File: src/hw/rtl/gljust_pkg.sv
// ----------------------------------------------------------------------------
// Greedy line justifier package
// Shared widths, defaults and the command/status bundles between the
// controller and the datapath.
// ----------------------------------------------------------------------------
package gljust_pkg;

    localparam int LEN_W              = 7;   // word length / line width field
    localparam int DEF_MAX_WIDTH      = 64;
    localparam int DEF_MAX_LINE_WORDS = 32;
    localparam logic [LEN_W-1:0] LW_RESET = 7'd64;

    localparam int IN_TDATA_W  = 8;
    localparam int OUT_TDATA_W = 16;
    localparam int OUT_TUSER_W = 2;

    // controller -> datapath
    typedef struct packed {
        logic latch;      // capture the accepted word
        logic div_start;  // start gap division for a justified line
        logic rd;         // read buffered word at the emit index
        logic emit;       // load output register with the read word
        logic left;       // current flush is left-justified
        logic emit_ovs;   // load output register with the oversize word
        logic append;     // buffer the captured word
    } t_cmd;

    // datapath -> controller
    typedef struct packed {
        logic in_ovs;     // offered word is wider than the line
        logic in_flush;   // offered word forces the buffered line out
        logic div_busy;
        logic last_word;  // emit index is on the last buffered word
        logic out_free;   // output register can take a result
        logic cur_ovs;    // captured word is oversize
        logic cur_fin;    // captured word ends the text
    } t_sts;

endpackage

File: src/hw/rtl/gljust_ctrl.sv
// ----------------------------------------------------------------------------
// Greedy line justifier controller
// Sequences accept, gap division, line flush, oversize output and word append.
// ----------------------------------------------------------------------------
module gljust_ctrl import gljust_pkg::*; (
    input  logic i_clk,
    input  logic i_rst_n,
    input  logic i_s_tvalid,
    output logic o_s_tready,
    input  t_sts i_sts,
    output t_cmd o_cmd
);

    typedef enum logic [5:0] {
        S_IDLE   = 6'b000001,
        S_DIV    = 6'b000010,
        S_READ   = 6'b000100,
        S_EMIT   = 6'b001000,
        S_OVS    = 6'b010000,
        S_APPEND = 6'b100000
    } t_state;

    t_state r_state, n_state;
    logic   r_left, n_left;
    logic   accept;

    assign o_s_tready = (r_state == S_IDLE);
    assign accept     = i_s_tvalid && o_s_tready;

    always_comb begin
        n_state          = r_state;
        n_left           = r_left;
        o_cmd            = '0;
        o_cmd.latch      = accept;
        o_cmd.div_start  = accept && i_sts.in_flush;
        o_cmd.left       = r_left;
        case (r_state)
            S_IDLE: begin
                if (accept) begin
                    if (i_sts.in_flush) begin
                        n_state = S_DIV;
                        n_left  = 1'b0;
                    end else if (i_sts.in_ovs) begin
                        n_state = S_OVS;
                    end else begin
                        n_state = S_APPEND;
                    end
                end
            end
            S_DIV: begin
                if (!i_sts.div_busy) begin
                    n_state = S_READ;
                end
            end
            S_READ: begin
                o_cmd.rd = 1'b1;
                n_state  = S_EMIT;
            end
            S_EMIT: begin
                if (i_sts.out_free) begin
                    o_cmd.emit = 1'b1;
                    if (i_sts.last_word) begin
                        if (r_left) begin
                            n_state = S_IDLE;
                        end else if (i_sts.cur_ovs) begin
                            n_state = S_OVS;
                        end else begin
                            n_state = S_APPEND;
                        end
                    end else begin
                        n_state = S_READ;
                    end
                end
            end
            S_OVS: begin
                if (i_sts.out_free) begin
                    o_cmd.emit_ovs = 1'b1;
                    n_state        = S_IDLE;
                end
            end
            S_APPEND: begin
                o_cmd.append = 1'b1;
                if (i_sts.cur_fin) begin
                    n_state = S_READ;
                    n_left  = 1'b1;
                end else begin
                    n_state = S_IDLE;
                end
            end
            default: begin
                n_state = S_IDLE;
            end
        endcase
    end

    always_ff @(posedge i_clk) begin
        if (!i_rst_n) begin
            r_state <= S_IDLE;
            r_left  <= 1'b0;
        end else begin
            r_state <= n_state;
            r_left  <= n_left;
        end
    end

endmodule

File: src/hw/rtl/gljust_dp.sv
// ----------------------------------------------------------------------------
// Greedy line justifier datapath
// Line width register, word buffer, fill counters, gap divider and
// the output register.
// ----------------------------------------------------------------------------
module gljust_dp import gljust_pkg::*; #(
    parameter int MAX_WIDTH      = DEF_MAX_WIDTH,
    parameter int MAX_LINE_WORDS = DEF_MAX_LINE_WORDS
) (
    input  logic             i_clk,
    input  logic             i_rst_n,
    input  logic             i_cfg_valid,
    input  logic [LEN_W-1:0] i_cfg_data,
    input  logic [LEN_W-1:0] i_word_length,
    input  logic             i_final_word,
    input  t_cmd             i_cmd,
    output t_sts             o_sts,
    input  logic             i_m_tready,
    output logic             o_m_tvalid,
    output logic [LEN_W-1:0] o_placed_length,
    output logic [LEN_W-1:0] o_spaces_after,
    output logic             o_line_end,
    output logic             o_oversize,
    output logic             o_run_last
);

    localparam int CNT_W  = $clog2(MAX_LINE_WORDS + 1);
    localparam int IDX_W  = (MAX_LINE_WORDS > 1) ? $clog2(MAX_LINE_WORDS) : 1;
    localparam int USED_W = LEN_W + 1;
    localparam int DIV_W  = LEN_W + 1;
    localparam int STEP_W = $clog2(LEN_W + 1);
    localparam logic [LEN_W+1:0] MAXW_EXT = (LEN_W + 2)'(MAX_WIDTH);

    logic [LEN_W-1:0]  r_lw;
    logic [LEN_W-1:0]  r_mem [MAX_LINE_WORDS];
    logic [LEN_W-1:0]  r_rd_data;
    logic [CNT_W-1:0]  r_count;
    logic [USED_W-1:0] r_used;
    logic [USED_W-1:0] r_sum;
    logic [CNT_W-1:0]  r_idx;
    logic [LEN_W-1:0]  r_word;
    logic              r_fin;
    logic              r_ovs;
    logic [LEN_W-1:0]  r_dvd;
    logic [DIV_W-1:0]  r_rem;
    logic [DIV_W-1:0]  r_dvs;
    logic [STEP_W-1:0] r_step;
    logic              r_busy;
    logic              r_out_valid;
    logic [LEN_W-1:0]  r_out_len;
    logic [LEN_W-1:0]  r_out_sp;
    logic              r_out_end;
    logic              r_out_ovs;
    logic              r_out_last;

    logic [LEN_W-1:0]  eff;
    logic              word_ovs;
    logic              over_room;
    logic              full;
    logic [LEN_W-1:0]  spaces;
    logic [USED_W-1:0] taken;
    logic [LEN_W-1:0]  pad;
    logic              last_word;
    logic [LEN_W-1:0]  just_sp;
    logic [LEN_W-1:0]  word_sp;
    logic [DIV_W-1:0]  trial;
    logic              ge;
    logic              out_free;

    // clamp the configured width into 1..MAX_WIDTH
    always_comb begin
        if (r_lw == '0) begin
            eff = LEN_W'(1);
        end else if ({2'b00, r_lw} > MAXW_EXT) begin
            eff = LEN_W'(MAXW_EXT);
        end else begin
            eff = r_lw;
        end
    end

    assign word_ovs  = i_word_length > eff;
    assign over_room = ({1'b0, r_used} + {2'b00, i_word_length}) > {2'b00, eff};
    assign full      = r_count >= CNT_W'(MAX_LINE_WORDS);

    assign spaces = ({1'b0, eff} > r_sum) ? LEN_W'({1'b0, eff} - r_sum) : '0;
    assign taken  = r_used - USED_W'(1);
    assign pad    = ({1'b0, eff} > taken) ? LEN_W'({1'b0, eff} - taken) : '0;

    assign last_word = (r_idx == (r_count - CNT_W'(1)));

    // left-heavy gaps: the first (spaces mod gaps) gaps take one extra space
    always_comb begin
        if (last_word) begin
            just_sp = (r_count == CNT_W'(1)) ? spaces : '0;
        end else if (DIV_W'(r_idx) < r_rem) begin
            just_sp = r_dvd + LEN_W'(1);
        end else begin
            just_sp = r_dvd;
        end
    end

    always_comb begin
        if (i_cmd.left) begin
            word_sp = last_word ? pad : LEN_W'(1);
        end else begin
            word_sp = just_sp;
        end
    end

    assign trial    = {r_rem[DIV_W-2:0], r_dvd[LEN_W-1]};
    assign ge       = trial >= r_dvs;
    assign out_free = !r_out_valid || i_m_tready;

    always_comb begin
        o_sts.in_ovs    = word_ovs;
        o_sts.in_flush  = (r_count != '0) && (word_ovs || over_room || full);
        o_sts.div_busy  = r_busy;
        o_sts.last_word = last_word;
        o_sts.out_free  = out_free;
        o_sts.cur_ovs   = r_ovs;
        o_sts.cur_fin   = r_fin;
    end

    // word buffer
    always_ff @(posedge i_clk) begin
        if (i_cmd.append) begin
            r_mem[r_count[IDX_W-1:0]] <= r_word;
        end
        if (i_cmd.rd) begin
            r_rd_data <= r_mem[r_idx[IDX_W-1:0]];
        end
    end

    // payload registers
    always_ff @(posedge i_clk) begin
        if (i_cmd.latch) begin
            r_word <= i_word_length;
            r_fin  <= i_final_word;
            r_ovs  <= word_ovs;
        end
        if (i_cmd.div_start) begin
            r_dvd  <= spaces;
            r_rem  <= '0;
            r_dvs  <= DIV_W'(r_count - CNT_W'(1));
            r_step <= STEP_W'(LEN_W - 1);
        end else if (r_busy) begin
            r_dvd  <= {r_dvd[LEN_W-2:0], ge};
            r_rem  <= ge ? (trial - r_dvs) : trial;
            r_step <= r_step - STEP_W'(1);
        end
        if (i_cmd.emit) begin
            r_out_len  <= r_rd_data;
            r_out_sp   <= word_sp;
            r_out_end  <= last_word;
            r_out_ovs  <= 1'b0;
            r_out_last <= last_word && (i_cmd.left || (!r_ovs && !r_fin));
        end else if (i_cmd.emit_ovs) begin
            r_out_len  <= r_word;
            r_out_sp   <= '0;
            r_out_end  <= 1'b1;
            r_out_ovs  <= 1'b1;
            r_out_last <= 1'b1;
        end
    end

    // control registers
    always_ff @(posedge i_clk) begin
        if (!i_rst_n) begin
            r_lw        <= LW_RESET;
            r_count     <= '0;
            r_used      <= '0;
            r_sum       <= '0;
            r_idx       <= '0;
            r_busy      <= 1'b0;
            r_out_valid <= 1'b0;
        end else begin
            if (i_cfg_valid) begin
                r_lw <= i_cfg_data;
            end
            if (i_cmd.div_start) begin
                r_busy <= 1'b1;
                r_idx  <= '0;
            end else if (r_busy && r_step == '0) begin
                r_busy <= 1'b0;
            end
            if (i_cmd.append) begin
                r_count <= r_count + CNT_W'(1);
                r_used  <= r_used + {1'b0, r_word} + USED_W'(1);
                r_sum   <= r_sum + {1'b0, r_word};
                r_idx   <= '0;
            end else if (i_cmd.emit) begin
                r_idx <= r_idx + CNT_W'(1);
                // line is out: empty the buffer
                if (last_word) begin
                    r_count <= '0;
                    r_used  <= '0;
                    r_sum   <= '0;
                end
            end
            if (i_cmd.emit || i_cmd.emit_ovs) begin
                r_out_valid <= 1'b1;
            end else if (i_m_tready) begin
                r_out_valid <= 1'b0;
            end
        end
    end

    assign o_m_tvalid      = r_out_valid;
    assign o_placed_length = r_out_len;
    assign o_spaces_after  = r_out_sp;
    assign o_line_end      = r_out_end;
    assign o_oversize      = r_out_ovs;
    assign o_run_last      = r_out_last;

endmodule

File: src/hw/rtl/greedy_line_justifier_top.sv
// ----------------------------------------------------------------------------
// Greedy line justifier
// Packs word lengths into lines of the configured width and emits each word
// with the spaces that follow it.
// ----------------------------------------------------------------------------
// One word at a time. A word that fits in the open line and is not final
// is accepted, then buffered; an oversize word that finds the line empty
// is accepted, then loaded into the output register. When a word closes
// the open line, the line goes out first: a bit-serial gap division, then
// a buffer memory read and an output load for each buffered word, before
// the closing word's own step. A final word that is not oversize is
// buffered, then the last line goes out left-justified, again with a read
// and an output load per word. A stalled output adds its stall to each output
// load. The output register holds the last result of a word while the next
// word is taken. Line width is written on the cfg channel, which is always
// ready; write it only while no word is in progress.
module greedy_line_justifier_top import gljust_pkg::*; #(
    parameter int MAX_WIDTH      = DEF_MAX_WIDTH,
    parameter int MAX_LINE_WORDS = DEF_MAX_LINE_WORDS
) (
    input  logic                   i_clk,
    input  logic                   i_rst_n,
    input  logic                   i_cfg_valid,
    output logic                   o_cfg_ready,
    input  logic [LEN_W-1:0]       i_cfg_data,     // line_width
    input  logic                   s_axis_tvalid,
    output logic                   s_axis_tready,
    input  logic [IN_TDATA_W-1:0]  s_axis_tdata,   // [6:0] word_length, [7] zero
    input  logic                   s_axis_tlast,   // final_word
    output logic                   m_axis_tvalid,
    input  logic                   m_axis_tready,
    output logic [OUT_TDATA_W-1:0] m_axis_tdata,   // [6:0] placed_length,
                                                   // [13:7] spaces_after, [15:14] zero
    output logic [OUT_TUSER_W-1:0] m_axis_tuser,   // [0] line_end, [1] oversize
    output logic                   m_axis_tlast    // run_last
);

    t_cmd             cmd;
    t_sts             sts;
    logic [LEN_W-1:0] placed_length;
    logic [LEN_W-1:0] spaces_after;
    logic             line_end;
    logic             oversize;

    assign o_cfg_ready = 1'b1;

    gljust_ctrl u_ctrl (
        .i_clk      (i_clk),
        .i_rst_n    (i_rst_n),
        .i_s_tvalid (s_axis_tvalid),
        .o_s_tready (s_axis_tready),
        .i_sts      (sts),
        .o_cmd      (cmd)
    );

    gljust_dp #(
        .MAX_WIDTH      (MAX_WIDTH),
        .MAX_LINE_WORDS (MAX_LINE_WORDS)
    ) u_dp (
        .i_clk           (i_clk),
        .i_rst_n         (i_rst_n),
        .i_cfg_valid     (i_cfg_valid && o_cfg_ready),
        .i_cfg_data      (i_cfg_data),
        .i_word_length   (s_axis_tdata[LEN_W-1:0]),
        .i_final_word    (s_axis_tlast),
        .i_cmd           (cmd),
        .o_sts           (sts),
        .i_m_tready      (m_axis_tready),
        .o_m_tvalid      (m_axis_tvalid),
        .o_placed_length (placed_length),
        .o_spaces_after  (spaces_after),
        .o_line_end      (line_end),
        .o_oversize      (oversize),
        .o_run_last      (m_axis_tlast)
    );

    assign m_axis_tdata = {{(OUT_TDATA_W - 2 * LEN_W){1'b0}}, spaces_after, placed_length};
    assign m_axis_tuser = {oversize, line_end};

endmodule

File: config.mk
export PLATFORM = sky130hd
export DESIGN_NAME = greedy_line_justifier_top
export DESIGN_NICKNAME = d
export VERILOG_FILES = /design/src/hw/rtl/gljust_pkg.sv /design/src/hw/rtl/gljust_ctrl.sv /design/src/hw/rtl/gljust_dp.sv /design/src/hw/rtl/greedy_line_justifier_top.sv
export SDC_FILE = /design/constraint.sdc
export NUM_CORES = 1
export LEC_CHECK = 0
export ABC_AREA = 1
export BUFFER_PORTS_ARGS = -buffer_cell sky130_fd_sc_hd__buf_4
export CAP_MARGIN = 10
export CORE_MARGIN = 5
export CORE_UTILIZATION = 50
export CTS_BUF_LIST = sky130_fd_sc_hd__clkbuf_16
export CTS_CLUSTER_SIZE = 28
export DETAILED_ROUTE_END_ITERATION = 12
export GPL_TIMING_DRIVEN = 1
export MAX_ROUTING_LAYER = met4
export PLACE_DENSITY = 0.67
export SYNTH_ARGS = -nofsm -noshare
export SYNTH_HDL_FRONTEND = slang
export SYNTH_SLANG_ARGS = --single-unit
export TNS_END_PERCENT = 30
File: constraint.sdc
create_clock -name i_clk -period 6.7 [get_ports i_clk]
set_input_delay 1.005 -clock i_clk [delete_from_list [all_inputs] [get_ports i_clk]]
set_output_delay 1.005 -clock i_clk [all_outputs]
set_load 0.03 [all_outputs]
# Word-level counts from Yosys, hierarchy flattened

Memories as Yosys holds them, arrays and structs flattened. A register that Yosys moved wholly into a read port is not among the register bits.
Cells that the tools add are included.

Flip-flop bits (word level): 96
Memory bits (writable): 224
Input port bits: 21
Output and inout port bits: 22
Memories: 1

Add/sub/neg operators: 14
Magnitude comparators: 8
Equal/unequal tests: 14
Muxes and demuxes: 54
Bitwise logic cells: 1
Reduce and logical (&&, ||, !) cells: 29

Memory list:

| name       | depth | bits a word | read ports | clocked after memory_dff | wr ports | RTL line        | RTL |
|---|---|---|---|---|---|---|---|
| u_dp.r_mem | 32    | 7           | 1          | 1                        | 1        | gljust_dp.sv:35 | `logic [LEN_W-1:0] r_mem [MAX_LINE_WORDS];` |

Operator list:

| cell                  | count |
|---|---|
| $mux W7               | 15 |
| $mux W6               | 14 |
| $mux W8               | 5 |
| $pmux W6 S6           | 1 |
| $mux W1               | 17 |
| $add A8 B7 Y8         | 2 |
| $gt A7 B8 Y1          | 2 |
| $reduce_bool A2 Y1    | 8 |
| $sub A7 B7 Y7         | 2 |
| $add A6 B1 Y6 const B | 2 |
| $eq A6 B1 Y1 const B  | 2 |
| $add A8 B7 Y9         | 1 |
| $gt A9 B7 Y1          | 1 |
| $add A8 B1 Y8 const B | 1 |
| $ge A8 B8 Y1          | 1 |
| $lt A6 B8 Y1          | 1 |
| $reduce_and A4 Y1     | 2 |
| $sub A8 B1 Y8 const B | 1 |
| $sub A8 B8 Y8         | 1 |
| $add A7 B1 Y7 const B | 1 |
| $gt A7 B7 Y1          | 1 |
| $gt A7 B7 Y1 const B  | 1 |
| $logic_not A7 Y1      | 1 |
| $sub A6 B1 Y7 const B | 1 |
| 21 further kinds      | 36 |

# Depth between registers and ports, before layout

Gate-level depths: netlist of run 1.

Depth after elaboration: 10
Gate-level depth with buffers: 21

# Modules after synthesis

A second synthesis of run 1 with hierarchy kept.

Cell total of the unflattened synthesis: 1703
Area, all modules: 16306.9 um^2

Modules (own cells, without submodules):

| module                    | instances | cells an instance | area each (um^2) | seq. area each (um^2) |
|---|---|---|---|---|
| gljust_dp                 | 1         | 1596              | 15681.3          | 9088.7 |
| gljust_ctrl               | 1         | 100               | 580.6            | 140.1 |
| greedy_line_justifier_top | 1         | 7                 | 45.0             | 0.0 |

# Worst setup path before layout of run 1

No wires, ideal clock.

Path kind: input -> register
Start point: in s_axis_tdata[0]
End point: reg u_dp.r_dvd[0], enable pin
Arrival time: 3.280 ns
Path slack: 3.096 ns
Cell stages on the path: 19
Path through: ha_1 -> inv_1 -> fa_1 -> nor2_1 -> nor2_1 -> xor2_1 -> inv_1 -> ha_1 -> nand2_1 -> nor2_1 -> nand2_1 -> nand3_1 -> nand2_1 -> nand2_1 -> nand2_1 -> nand4_1 -> nand3_1 -> buf_2 -> nand2_1

Cells in the longest elaborated chain, start to end: 7
Elaborated cells on any way between the ends: 8

RTL lines:

| what                                    | RTL line                        | RTL |
|---|---|---|
| start: declaration                      | greedy_line_justifier_top.sv:28 | `input logic [IN_TDATA_W-1:0] s_axis_tdata,` |
| $add A8 B7 Y9                           | gljust_dp.sv:82                 | `assign over_room = ({1'b0, r_used} + {2'b00, i_word_length}) > {2'b00, eff};` |
| $gt A9 B7 Y1                            | gljust_dp.sv:82                 |  |
| $logic_or A1 B1 Y1 (*) (2 in a row)     | gljust_dp.sv:116                | `o_sts.in_flush = (r_count != '0) && (word_ovs \|\| over_room \|\| full);` |
| $logic_and A1 B1 Y1 (*)                 | gljust_dp.sv:116                |  |
| $logic_and A1 B1 Y1 (*)                 | gljust_ctrl.sv:35               | `o_cmd.div_start = accept && i_sts.in_flush;` |
| $reduce_bool A2 Y1 (no source line) (*) | n/a                             |  |
| end signal: assignment                  | gljust_dp.sv:142                | `r_dvd <= spaces;` |
| end signal: assignment                  | gljust_dp.sv:147                | `r_dvd <= {r_dvd[LEN_W-2:0], ge};` |
| end: declaration                        | gljust_dp.sv:44                 | `logic [LEN_W-1:0] r_dvd;` |

Every way passes the cells marked *; elsewhere a longest branch is shown, timed or not.
A chain may end at the register's enable or synchronous reset.

==> impl_results.md, run 1 <==
* Primary FF master, synth: edfxtp_1
* Switching part of the total at 27.39%
* Root buffer cell: clkbuf_16
* Pleak at 6.967 nW
* Total CTS buffers at 37
* Clk sinks at 326
* Fraction of registers with async set/reset at 0%
* Top-area cell type share of the netlist area at 50.59%
* Initial antenna violation count at 0
* CP startpoint kind: primary input
* Slew HR at 18.92%
* Chip height at 189.0 um
* DRC viols at 0
* Routability cong. at 0.8732
* Power Density at 285.1 nW/um^2
* Resized cells post-CTS at 0
* Crit path DAT at 3.97 ns
* #FFs+latches synth at 326
* Layout fillers at 2,703
* I/O pins at 43
* Congestion Overflow GR at 0
* Pin count of the biggest net entering global routing at 114
* Via Count at 11,838
* Worst-path clk slew at 0.06 ns
* Routed met3 length at 2.710 mm
* Tmin final at 3.719 ns
* Combinational group share of total power at 15.2%
* Req. time, crit path at 6.95 ns
* Setup bufs post-CTS at 0
* Avg Cell Area, Syn at 9.803 um^2
* H-tree depth at 2
* DR vias/cell at 5.678
* Routed wire length at 39.37 mm
* First-pass detailed-route iteration total at 6
* Overall routing resource usage at 22.33%
* DP Worst Slack at 2.465 ns
* Nets at 1,754
* Chip Width at 189.0 um
* Worst skew pair latency at 0.52 ns
* Die ar. at 35,740 um^2
* Seq/Total Area, Yosys at 57.58%
* P_sw at 1.388 mW
* Min Hold Slack at 0.4556 ns
* Fin. max-slew vios at 0
* Clk buf depth at 3
* Routed len/inst at 18.88 um
* Maximum VDD drop at 0.1861 mV
* FP Rows at 65
* Clk pwr share at 37.6%
* EDFF count, synth at 270
* Fin. Hold Viols at 0
* Min-Delay Path Class: reg -> reg
* Reg power frac at 47.2%
* Final antenna diode count at 0
* Netlist cell types at 50
* # port buffers at 38
* CTS tree: yes
* Final WS setup at 2.981 ns
* Top routing layer in use: met4
* Maxcap violations at 0
* Unrepaired setup endpoints after global routing: no
* Met2 wire length at 18.51 mm
* Hold Buf Count CTS at 0
* Critical path class: in -> reg
* Tightest Pin Transition at 1.216 ns
* Final Setup Violations at 0
* Routed Antenna Nets at 0
* Metal-1 WL at 17.01 mm
* Pint at 3.678 mW
* F_max at 268.9 MHz
* Cell taking the most area after synthesis: edfxtp_1
* Starting DRT DRC Count at 1,184
* Clock Skew at 0.01738 ns
* Setup TNS at 0 ns
* First-pass GRT wire length at 61.32 mm
* Element type at the critical path end: register
* Placeable Area at 31,640 um^2
* Area grow syn2layout at 10.85%
* Synthesis Warnings at 0
* Area contributors post-synth: edfxtp_1, dfxtp_1, nand2_1
* Post-DP HPWL at 24.97 mm
* Layout cell share with drive strength beyond 1 at 8.616%
* Final Util at 56.16%
* Vias in the first global route at 11,406
* Synthesized area at 16,030 um^2
* CP Max Fanout at 25
* Status: complete, no violations
* Initial core utilization at 50.66%
* Final period utilization at 55.50%
* Synthesized instance count at 1,635
==> worst max-delay path, stage by stage <==
cell and delay [ns]:
buf_4 0.10, ha_1 0.16, inv_1 0.05, fa_1 0.40, nor2_1 0.12, nor2_1 0.08
xor2_1 0.17, inv_1 0.06, ha_1 0.29, nand2_1 0.10, nor2_1 0.07, nand2_1 0.06
nand3_1 0.07, nand2_1 0.06, nand2_1 0.04, nand2_1 0.07, nand4_1 0.19, nand3_1 0.13
buf_4 0.29, inv_1 0.26, nand2_1 0.12, o21ai_0 0.08
==> routing by layer <==
metal | GRT usage [%] | vias to the layer above
met5 | - | -
met4 | 7.119 | 0
met3 | 3.945 | 82
met2 | 34.97 | 382
met1 | 29.96 | 5643
li1 | - | 5731
==> synth_stat cells (3+ instances only) <==
cell	count
a31oi_1	11
inv_1	162
dfxtp_1	56
nor4_1	3
clkbuf_1	55
xnor2_1	8
buf_4	6
nand2_2	3
inv_2	5
o221ai_1	45
buf_2	5
edfxtp_1	270
nand4_1	16
o22ai_1	14
o21ai_2	3
nand2_1	250
nand3_1	71
o211ai_1	3
fa_1	6
ha_1	68
or2_2	11
nor2_1	236
a32oi_1	6
o21a_1	3
buf_6	3
xor2_1	22
nor3_1	11
a21oi_1	78
o21ai_0	177
==> cell usage in the layout, fill, tap and decap left out, types with 14 or more instances in the layout <==
cell type / Yosys / routed
nand3_1: 71 / 71
o221ai_1: 45 / 45
o22ai_1: 14 / 14
a21oi_1: 78 / 78
nand4_1: 16 / 16
ha_1: 68 / 68
edfxtp_1: 270 / 270
o21ai_0: 177 / 177
clkbuf_16: 0 / 38
xor2_1: 22 / 22
nand2_1: 250 / 250
buf_4: 6 / 55
nor2_1: 236 / 236
inv_1: 162 / 170
dfxtp_1: 56 / 55
==> final timing paths <==
| check | start | end | slack, ns | cells after the start |
|---|---|---|---|---|
| setup / recovery | s_axis_tdata[0] | u_dp.r_dvd[2] | 2.98 | 22 |
| hold / removal | u_dp.o_oversize | u_dp.o_oversize | 0.46 | 2 |
| setup reg to reg | u_dp.r_used[3] | u_dp.r_dvd[2] | 3.10 | 19 |
| hold reg to reg | u_dp.o_oversize | u_dp.o_oversize | 0.46 | 2 |
==> final cells by class <==
class                      count  area (um^2)  share of cell area (%)
clock buffer                  38        950.9                   5.352
multi-input combinational   1071         5857                   32.96
sequential                   326         9233                   51.96
clock inverter                25        177.7                   1.000
timing repair buffer          55        412.9                   2.324
inverter                     168        633.1                   3.563
tap                          402        503.0                   2.831
==> cell families (layout without fill, tap and decap cells) <==
logic type,after synthesis,count (layout),share of synthesized area [%]
and+or+nand+nor,612,612,15.89
AOI/OAI and AO/OA,351,351,12.75
DFF,326,326,57.58
buffers and inverters,239,286,5.941
adders and majority gates,74,74,6.058
xor gates and xnor gates,31,31,1.741
other,2,3,0.04686
==> stage by stage <==
stage                     instances  cell area, um^2  power [mW]
after floorplan                1636            16030       2.959
after global placement         2022            16640       3.175
after detailed placement       2022            16640       3.194
after CTS                      2085            17770       5.084
after global routing           2085            17770       5.282
final                          2085            17770       5.065
==> power by group through the flow <==
stage                     clock (mW)  combinational, mW  sequential, mW
after detailed placement           0              0.764            2.43
after CTS                       1.93              0.770            2.39
after floorplan                    0              0.498            2.46
after global placement             0              0.747            2.43
after global routing            2.01              0.874            2.40
final                           1.90              0.772            2.39
==> state kept, by name (all words and copies together), names as in the netlist <==
register	count
u_dp.o_run_last	1
u_dp.r_idx	6
u_dp.r_rd_data	7
u_dp.r_dvs	7
u_dp.r_step	3
u_dp.o_spaces_after	7
u_dp.r_busy	1
u_dp.r_word	7
u_dp.r_mem	224
u_dp.o_line_end	1
u_dp.r_rem	8
u_dp.o_placed_length	7
u_dp.r_ovs	1
u_ctrl.r_state	6
u_dp.o_oversize	1
u_dp.r_sum	8
u_dp.r_dvd	7
u_dp.r_fin	1
u_dp.r_used	8
u_ctrl.r_left	1
u_dp.o_m_tvalid	1
u_dp.r_count	6
u_dp.r_lw	7
Power figures use the tool's default switching activity.
==> run 2, diff against run 1 <==
PLACE_DENSITY = 0.7   (was 0.67)
clock period = 3.1 ns   (was 6.7 ns; I/O delays follow)
==> run 2 against run 1 <==
Effect of this change: first-iteration DRC count up 6.7%; clock skew up 0.0064 ns; worst hold slack worse by 0.34 ns; sequential share of layout area down 1.8 points.
==> impl_results.md, run 2 (synthesis gave the netlist of run 1 again) <==
* Clk pwr share at 36.0% (-1.6 points)
* Hold_sp: s_axis_tlast
* Pint at 7.826 mW (+110%)
* Non-filler cells, final at 2,153 (+3.3%)
* Worst-path clk slew at 0.06 ns (about the same)
* Routed wire length at 40.11 mm (+1.9%)
* F_max at 340.9 MHz
* Switching part of the total at 27.69% (+0.30 points)
* DRC viols at 0 (unchanged)
* CP top delay family: simple AND/OR/NAND/NOR gates
* First-pass detailed-route iteration total at 5 (-1)
* Initial core utilization at 50.66% (unchanged)
* Routed len/inst at 18.63 um (-1.3%)
* RR Endpoint: u_dp.r_dvd[2]
* Status: complete, no violations
* FP Rows at 65 (unchanged)
* Hold path depth at 1 (-1)
* DR vias/cell at 5.653 (-0.44%)
* Pleak at 7.319 nW (+5.0%)
* Hold EP: u_dp.r_fin
* Power, Total at 10.82 mW (+110%)
* Most frequent cells in the layout: edfxtp_1, nand2_1, nor2_1
* Reg power frac at 47.6% (+0.4 points)
* Critical path class: reg -> reg
* Unrepaired setup endpoints after global routing: yes
* WP buf/inv at 6 (+1)
* Starting DRT DRC Count at 1,263 (+6.7%)
* Chip Width at 189.0 um (unchanged)
* Min-Delay Path Class: in -> reg
* Routed Antenna Nets at 0 (unchanged)
* Combinational group share of total power at 16.5% (+1.3 points)
* Element type at the critical path end: register
* Slowest stage cell, crit path: fa_2
* Final instance area at 18,390 um^2 (+3.5%)
* Fin. max-slew vios at 0 (unchanged)
* Routability cong. at 0.9163 (+4.9%)
* Vias in the first global route at 11,971 (+5.0%)
* Placeable Area at 31,640 um^2 (unchanged)
* Post-Place Cells at 2,083 (+3.0%)
* First-pass GRT wire length at 63.96 mm (+4.3%)
* Nets at 1,821 (+3.8%)
* Clock Skew at 0.02377 ns (+0.006398 ns)
* Fin. Hold Viols at 0 (unchanged)
* R2r worst-path depth at 22 (+3)
* Min Hold Slack at 0.1121 ns (-0.3434 ns)
* Maxcap violations at 0 (unchanged)
* Crit path DAT at 3.20 ns (-0.77 ns)
* Post-DP HPWL at 26.56 mm (+6.4%)
* Crit-path cells: ha_4, inv_2, fa_2, nor2_2, nor2_2, xor2_1, inv_1, ha_4, nand2_4, inv_1, nand2_1, nand3_1, nand2_1, nand2_1, nand2_1, nand4_1, nand3_2, buf_6, inv_2, buf_6, nand2_1, o21ai_1
* I/O pins at 43 (unchanged)
* Tmin final at 2.933 ns
* Crit path largest cell delay at 0.40 ns (about the same)
* Tightest Pin Transition at 0.7965 ns (-0.4197 ns)
* Placement-stage cell area at 17,120 um^2 (+2.9%)
* Via Count at 12,170 (+2.8%)
* P_sw at 2.997 mW (+120%)
* Area grow syn2layout at 14.76%
* Congestion Overflow GR at 0 (unchanged)
* CP startpoint kind: register
* Root buffer cell: clkbuf_16
* Slew HR at 46.77% (+28 points)
* CP Max Fanout at 6 (-76%)
* Layout cell share with drive strength beyond 1 at 13.36% (+4.7 points)
* Pin count of the biggest net entering global routing at 71 (-38%)
* DP Worst Slack at -0.2755 ns (-2.741 ns)
* Maximum VDD drop at 0.3431 mV (+84%)
* Initial antenna violation count at 0 (unchanged)
* Die ar. at 35,740 um^2 (unchanged)
* Worst skew pair latency at 0.54 ns (+0.02 ns)
* Max FFs per register at 224 (unchanged)
* Chip height at 189.0 um (unchanged)
* Clk buf depth at 3 (unchanged)
* Final WS setup at 0.1666 ns (-2.815 ns)
* Overall routing resource usage at 22.96% (+0.62 points)
* Req. time, crit path at 3.37 ns (-3.58 ns)
* Final Setup Violations at 0 (unchanged)
* Worst r2r src: u_dp.r_used[0]
* H-tree depth at 2 (unchanged)
* Cell mode on critical path: nand2_1
* # port buffers at 38 (unchanged)
* Clk sinks at 326 (unchanged)
* CTS tree: yes
* Final antenna diode count at 0 (unchanged)
* Final period utilization at 94.63%
* Total CTS buffers at 36 (-2.7%)
* Most common cell after layout, fill and taps aside: edfxtp_1
* Power Density at 588.4 nW/um^2 (+110%)
* R2r setup slk at 0.17 ns (-2.93 ns)
==> run 2: metrics by stage <==
| stage | TNS (ns) | util (%) |
|---|---|---|
| finish | 0 | 58.14 |
| CTS | 0 | 57.63 |
| global placement | -3.983 | 54.12 |
| global route | -0.3364 | 58.14 |
| floorplan | 0 | - |
| detailed placement | -6.333 | 54.12 |
==> run 2: layout make-up <==
type / instances / area, um^2
clock inverters: 27 / 175.2
inverters: 168 / 633.1
well taps: 402 / 503.0
clock buffers: 36 / 900.9
multi-input cells: 1071 / 5963
flip-flops and latches: 326 / 9234
repair buffers: 123 / 984.7
fillers: 2641 / 13240
==> run 2: timing repair <==
| item | in CTS | in global routing |
|---|---|---|
| setup endpoints to repair | 14 | 50 |
| resized for setup | 5 | 41 |
| gates cloned | 1 | 1 |
| endpoints found under the hold margin | 0 | 0 |
| hold buffers | 0 | 0 |
| pin swaps | 2 | 12 |
| buffers inserted | 2 | 4 |
==> run 2: how the worst max path moves through the flow <==
stage	cells after the start	endpoint	slack [ns]	startpoint
5_1_grt	23	u_dp.r_idx[2]	-0.04	u_dp.r_used[0]
2_1_floorplan	19	u_dp.r_dvd[0]	0.04	s_axis_tdata[0]
3_3_place_gp	20	u_dp.r_dvd[0]	-0.18	s_axis_tdata[0]
4_1_cts	20	u_dp.r_dvd[2]	0.002	u_dp.r_used[0]
3_5_place_dp	21	u_dp.r_dvd[2]	-0.28	s_axis_tdata[0]
6_report	22	u_dp.r_dvd[2]	0.17	u_dp.r_used[0]
==> run 2: worst register-to-register path: cells and delay by family (launching register included) <==
family                   cells  cell delay, ns
AO/OA/AOI/OAI                1            0.07
XOR/XNOR                     1            0.14
adder cells (fa/ha/maj)      3            0.78
buffers and inverters        6            0.45
flip-flops                   1            0.35
AND/OR/NAND/NOR             11            0.90
==> run 2: routing by layer <==
layer | GRT usage, % | up-vias | wire, um
li1 | - | 5852 | -
met1 | 30.71 | 5814 | 17100
met2 | 37.56 | 435 | 19620
met3 | 3.190 | 69 | 2629
met4 | 5.577 | 0 | 754
met5 | - | - | 0
==> run 2: power groups by stage <==
| stage | logic, mW | registers [mW] | clock network [mW] |
|---|---|---|---|
| global route | 2.01 | 5.16 | 4.14 |
| finish | 1.78 | 5.15 | 3.89 |
| global placement | 1.65 | 5.23 | 0 |
| detailed placement | 1.70 | 5.23 | 0 |
| floorplan | 1.08 | 5.32 | 0 |
| CTS | 1.72 | 5.14 | 3.96 |
==> run 3, diff against run 2 <==
CTS_BUF_LIST = default   (was sky130_fd_sc_hd__clkbuf_16)
==> run 3 against run 2 <==
Effect of this change: sequential share of layout area is the same; worst hold slack gained 0.0010 ns; sequential cell count unchanged; setup slack better by 0.0027 ns; power rose by 0.38%; global-route usage did not move; fmax hardly changed; via count up 0.44%; non-clock buffer count stayed put; largest power group unchanged; largest cell class unchanged; critical endpoint unchanged; register-to-register slack barely moved; combinational power hardly changed; highest routed layer unchanged.
==> impl_results.md, run 3 (synthesis gave the netlist of run 1 again) <==
* Status: complete, no violations
* DR vias/cell at 5.678 (+0.44%)
* Routed wire length at 40.13 mm (about the same)
* WP buf/inv at 6 (unchanged)
* Starting DRT DRC Count at 1,260 (-0.24%)
* Layout cell share with drive strength beyond 1 at 13.36% (unchanged)
* Crit-path cells: ha_4, inv_2, fa_2, nor2_2, nor2_2, xor2_1, inv_1, ha_4, nand2_4, inv_1, nand2_1, nand3_1, nand2_1, nand2_1, nand2_1, nand4_1, nand3_2, buf_6, inv_2, buf_6, nand2_1, o21ai_1
* Setup TNS at 0 ns (unchanged)
* Via Count at 12,224 (+0.44%)
* Pleak at 7.265 nW (-0.74%)
* Die ar. at 35,740 um^2 (unchanged)
* Worst-path clk slew at 0.06 ns (about the same)
* Initial core utilization at 50.66% (unchanged)
* Clk sinks at 326 (unchanged)
* Fin. max-slew vios at 0 (unchanged)
* Hold EP: u_dp.r_fin
* # port buffers at 38 (unchanged)
* Critical path class: reg -> reg
* Min-Delay Path Class: in -> reg
* Final antenna diode count at 0 (unchanged)
* DRC viols at 0 (unchanged)
* Unrepaired setup endpoints after global routing: yes
* CP top delay family: simple AND/OR/NAND/NOR gates
* Routed len/inst at 18.64 um (about the same)
* CTS tree: yes
* Crit path largest cell delay at 0.40 ns (about the same)
* F_max at 341.2 MHz (about the same)
* Hold_sp: s_axis_tlast
* First-pass detailed-route iteration total at 5 (unchanged)
* Final period utilization at 94.54% (about the same)
* Final Util at 58.14% (unchanged)
* CP startpoint kind: register
* Element type at the critical path end: register
* Chip Width at 189.0 um (unchanged)
* Worst r2r src: u_dp.r_used[0]
* Hold path depth at 1 (unchanged)
* Most frequent cells in the layout: edfxtp_1, nand2_1, nor2_1
* Overall routing resource usage at 22.96% (unchanged)
* Congestion Overflow GR at 0 (unchanged)
* CP Max Fanout at 6 (unchanged)
* H-tree depth at 2 (unchanged)
* Vias in the first global route at 11,971 (unchanged)
* Layout fillers at 2,641 (unchanged)
* Chip height at 189.0 um (unchanged)
* Clk buf depth at 3 (unchanged)
* Max FFs per register at 224 (unchanged)
* Most common cell after layout, fill and taps aside: edfxtp_1
* Crit path DAT at 3.20 ns (about the same)
* Maxcap violations at 0 (unchanged)
* Total CTS buffers at 36 (unchanged)
* Fin. Hold Viols at 0 (unchanged)
* WP depth at 22 (unchanged)
* Worst skew pair latency at 0.54 ns (about the same)
* Post-DP HPWL at 26.56 mm (unchanged)
* Slew HR at 46.16% (-0.61 points)
* I/O pins at 43 (unchanged)
* Hold Buf Count CTS at 0 (unchanged)
* Power, Total at 10.86 mW (+0.38%)
* Req. time, crit path at 3.37 ns (about the same)
* Slowest stage cell, crit path: fa_2
* Root buffer cell: clkbuf_16
* Nets at 1,821 (unchanged)
* Maximum VDD drop at 0.3417 mV (-0.43%)
* First-pass GRT wire length at 63.96 mm (unchanged)
* Area grow syn2layout at 14.76% (unchanged)
* Tmin final at 2.931 ns (-0.002721 ns)
* Pin count of the biggest net entering global routing at 71 (unchanged)
* Tightest Pin Transition at 0.8057 ns (+0.009196 ns)
* RR Endpoint: u_dp.r_dvd[2]
* FP Rows at 65 (unchanged)
* Min Hold Slack at 0.1132 ns (+0.001038 ns)
* Placeable Area at 31,640 um^2 (unchanged)
* R2r setup slk at 0.17 ns (about the same)
* Initial antenna violation count at 0 (unchanged)
* Routability cong. at 0.9163 (unchanged)
* R2r worst-path depth at 22 (unchanged)
* Power Density at 590.7 nW/um^2 (+0.38%)
* Final Setup Violations at 0 (unchanged)
* Routed Antenna Nets at 0 (unchanged)
* Cell mode on critical path: nand2_1
* Clock Skew at 0.02469 ns (+0.0009139 ns)
run 3: cell count changes in the layout (fill, tap and decap cells not counted):
cell      before  now
clkbuf_1       0   13
inv_1        171  158
run 3: report_power, final:
part | switching, mW | internal, mW | total [mW]
sequential | 0.107 | 5.04 | 5.15
combinational | 1.20 | 0.583 | 1.78
clock | 1.69 | 2.24 | 3.93
run 3: worst max path at each step:
stage	from	end	slack, ns
after floorplan	s_axis_tdata[0]	u_dp.r_dvd[0]	0.04
after global placement	s_axis_tdata[0]	u_dp.r_dvd[0]	-0.18
after detailed placement	s_axis_tdata[0]	u_dp.r_dvd[2]	-0.28
after CTS	u_dp.r_used[0]	u_dp.r_dvd[2]	0.002
after global routing	u_dp.r_used[0]	u_dp.r_idx[2]	-0.04
final	u_dp.r_used[0]	u_dp.r_dvd[2]	0.17
run 3: layout make-up:
type,count,area (um^2),area share (%)
sequential,326,9234,50.20
tap,402,503.0,2.735
inverter,168,633.1,3.442
timing repair buffer,123,984.7,5.353
multi-input combinational,1071,5963,32.42
clock buffer,49,949.7,5.163
clock inverter,14,126.4,0.6870
run 3: routing by layer:
layer / share of wire, % / track usage, % / vias to the layer above
met2: 49 / 37.56 / 496
met3: 7.0 / 3.190 / 75
met4: 2.0 / 5.577 / 0
li1: - / - / 5845
met5: 0 / - / -
met1: 42 / 30.71 / 5808
run 3: timing repair:
| action | in CTS | in global routing |
|---|---|---|
| resized for setup | 5 | 41 |
| pin swaps | 2 | 12 |
| setup buffers | 2 | 4 |
| setup endpoints to repair | 14 | 50 |
| cloned | 1 | 1 |
run 3: per-stage QoR:
stage	area, um^2	std cells	worst slack (ns)
global route	18390	2153	-0.03633
global placement	17120	2083	-0.1839
CTS	18230	2149	0.002160
detailed placement	17120	2083	-0.2755
finish	18390	2153	0.1693
floorplan	16030	1636	0.03631
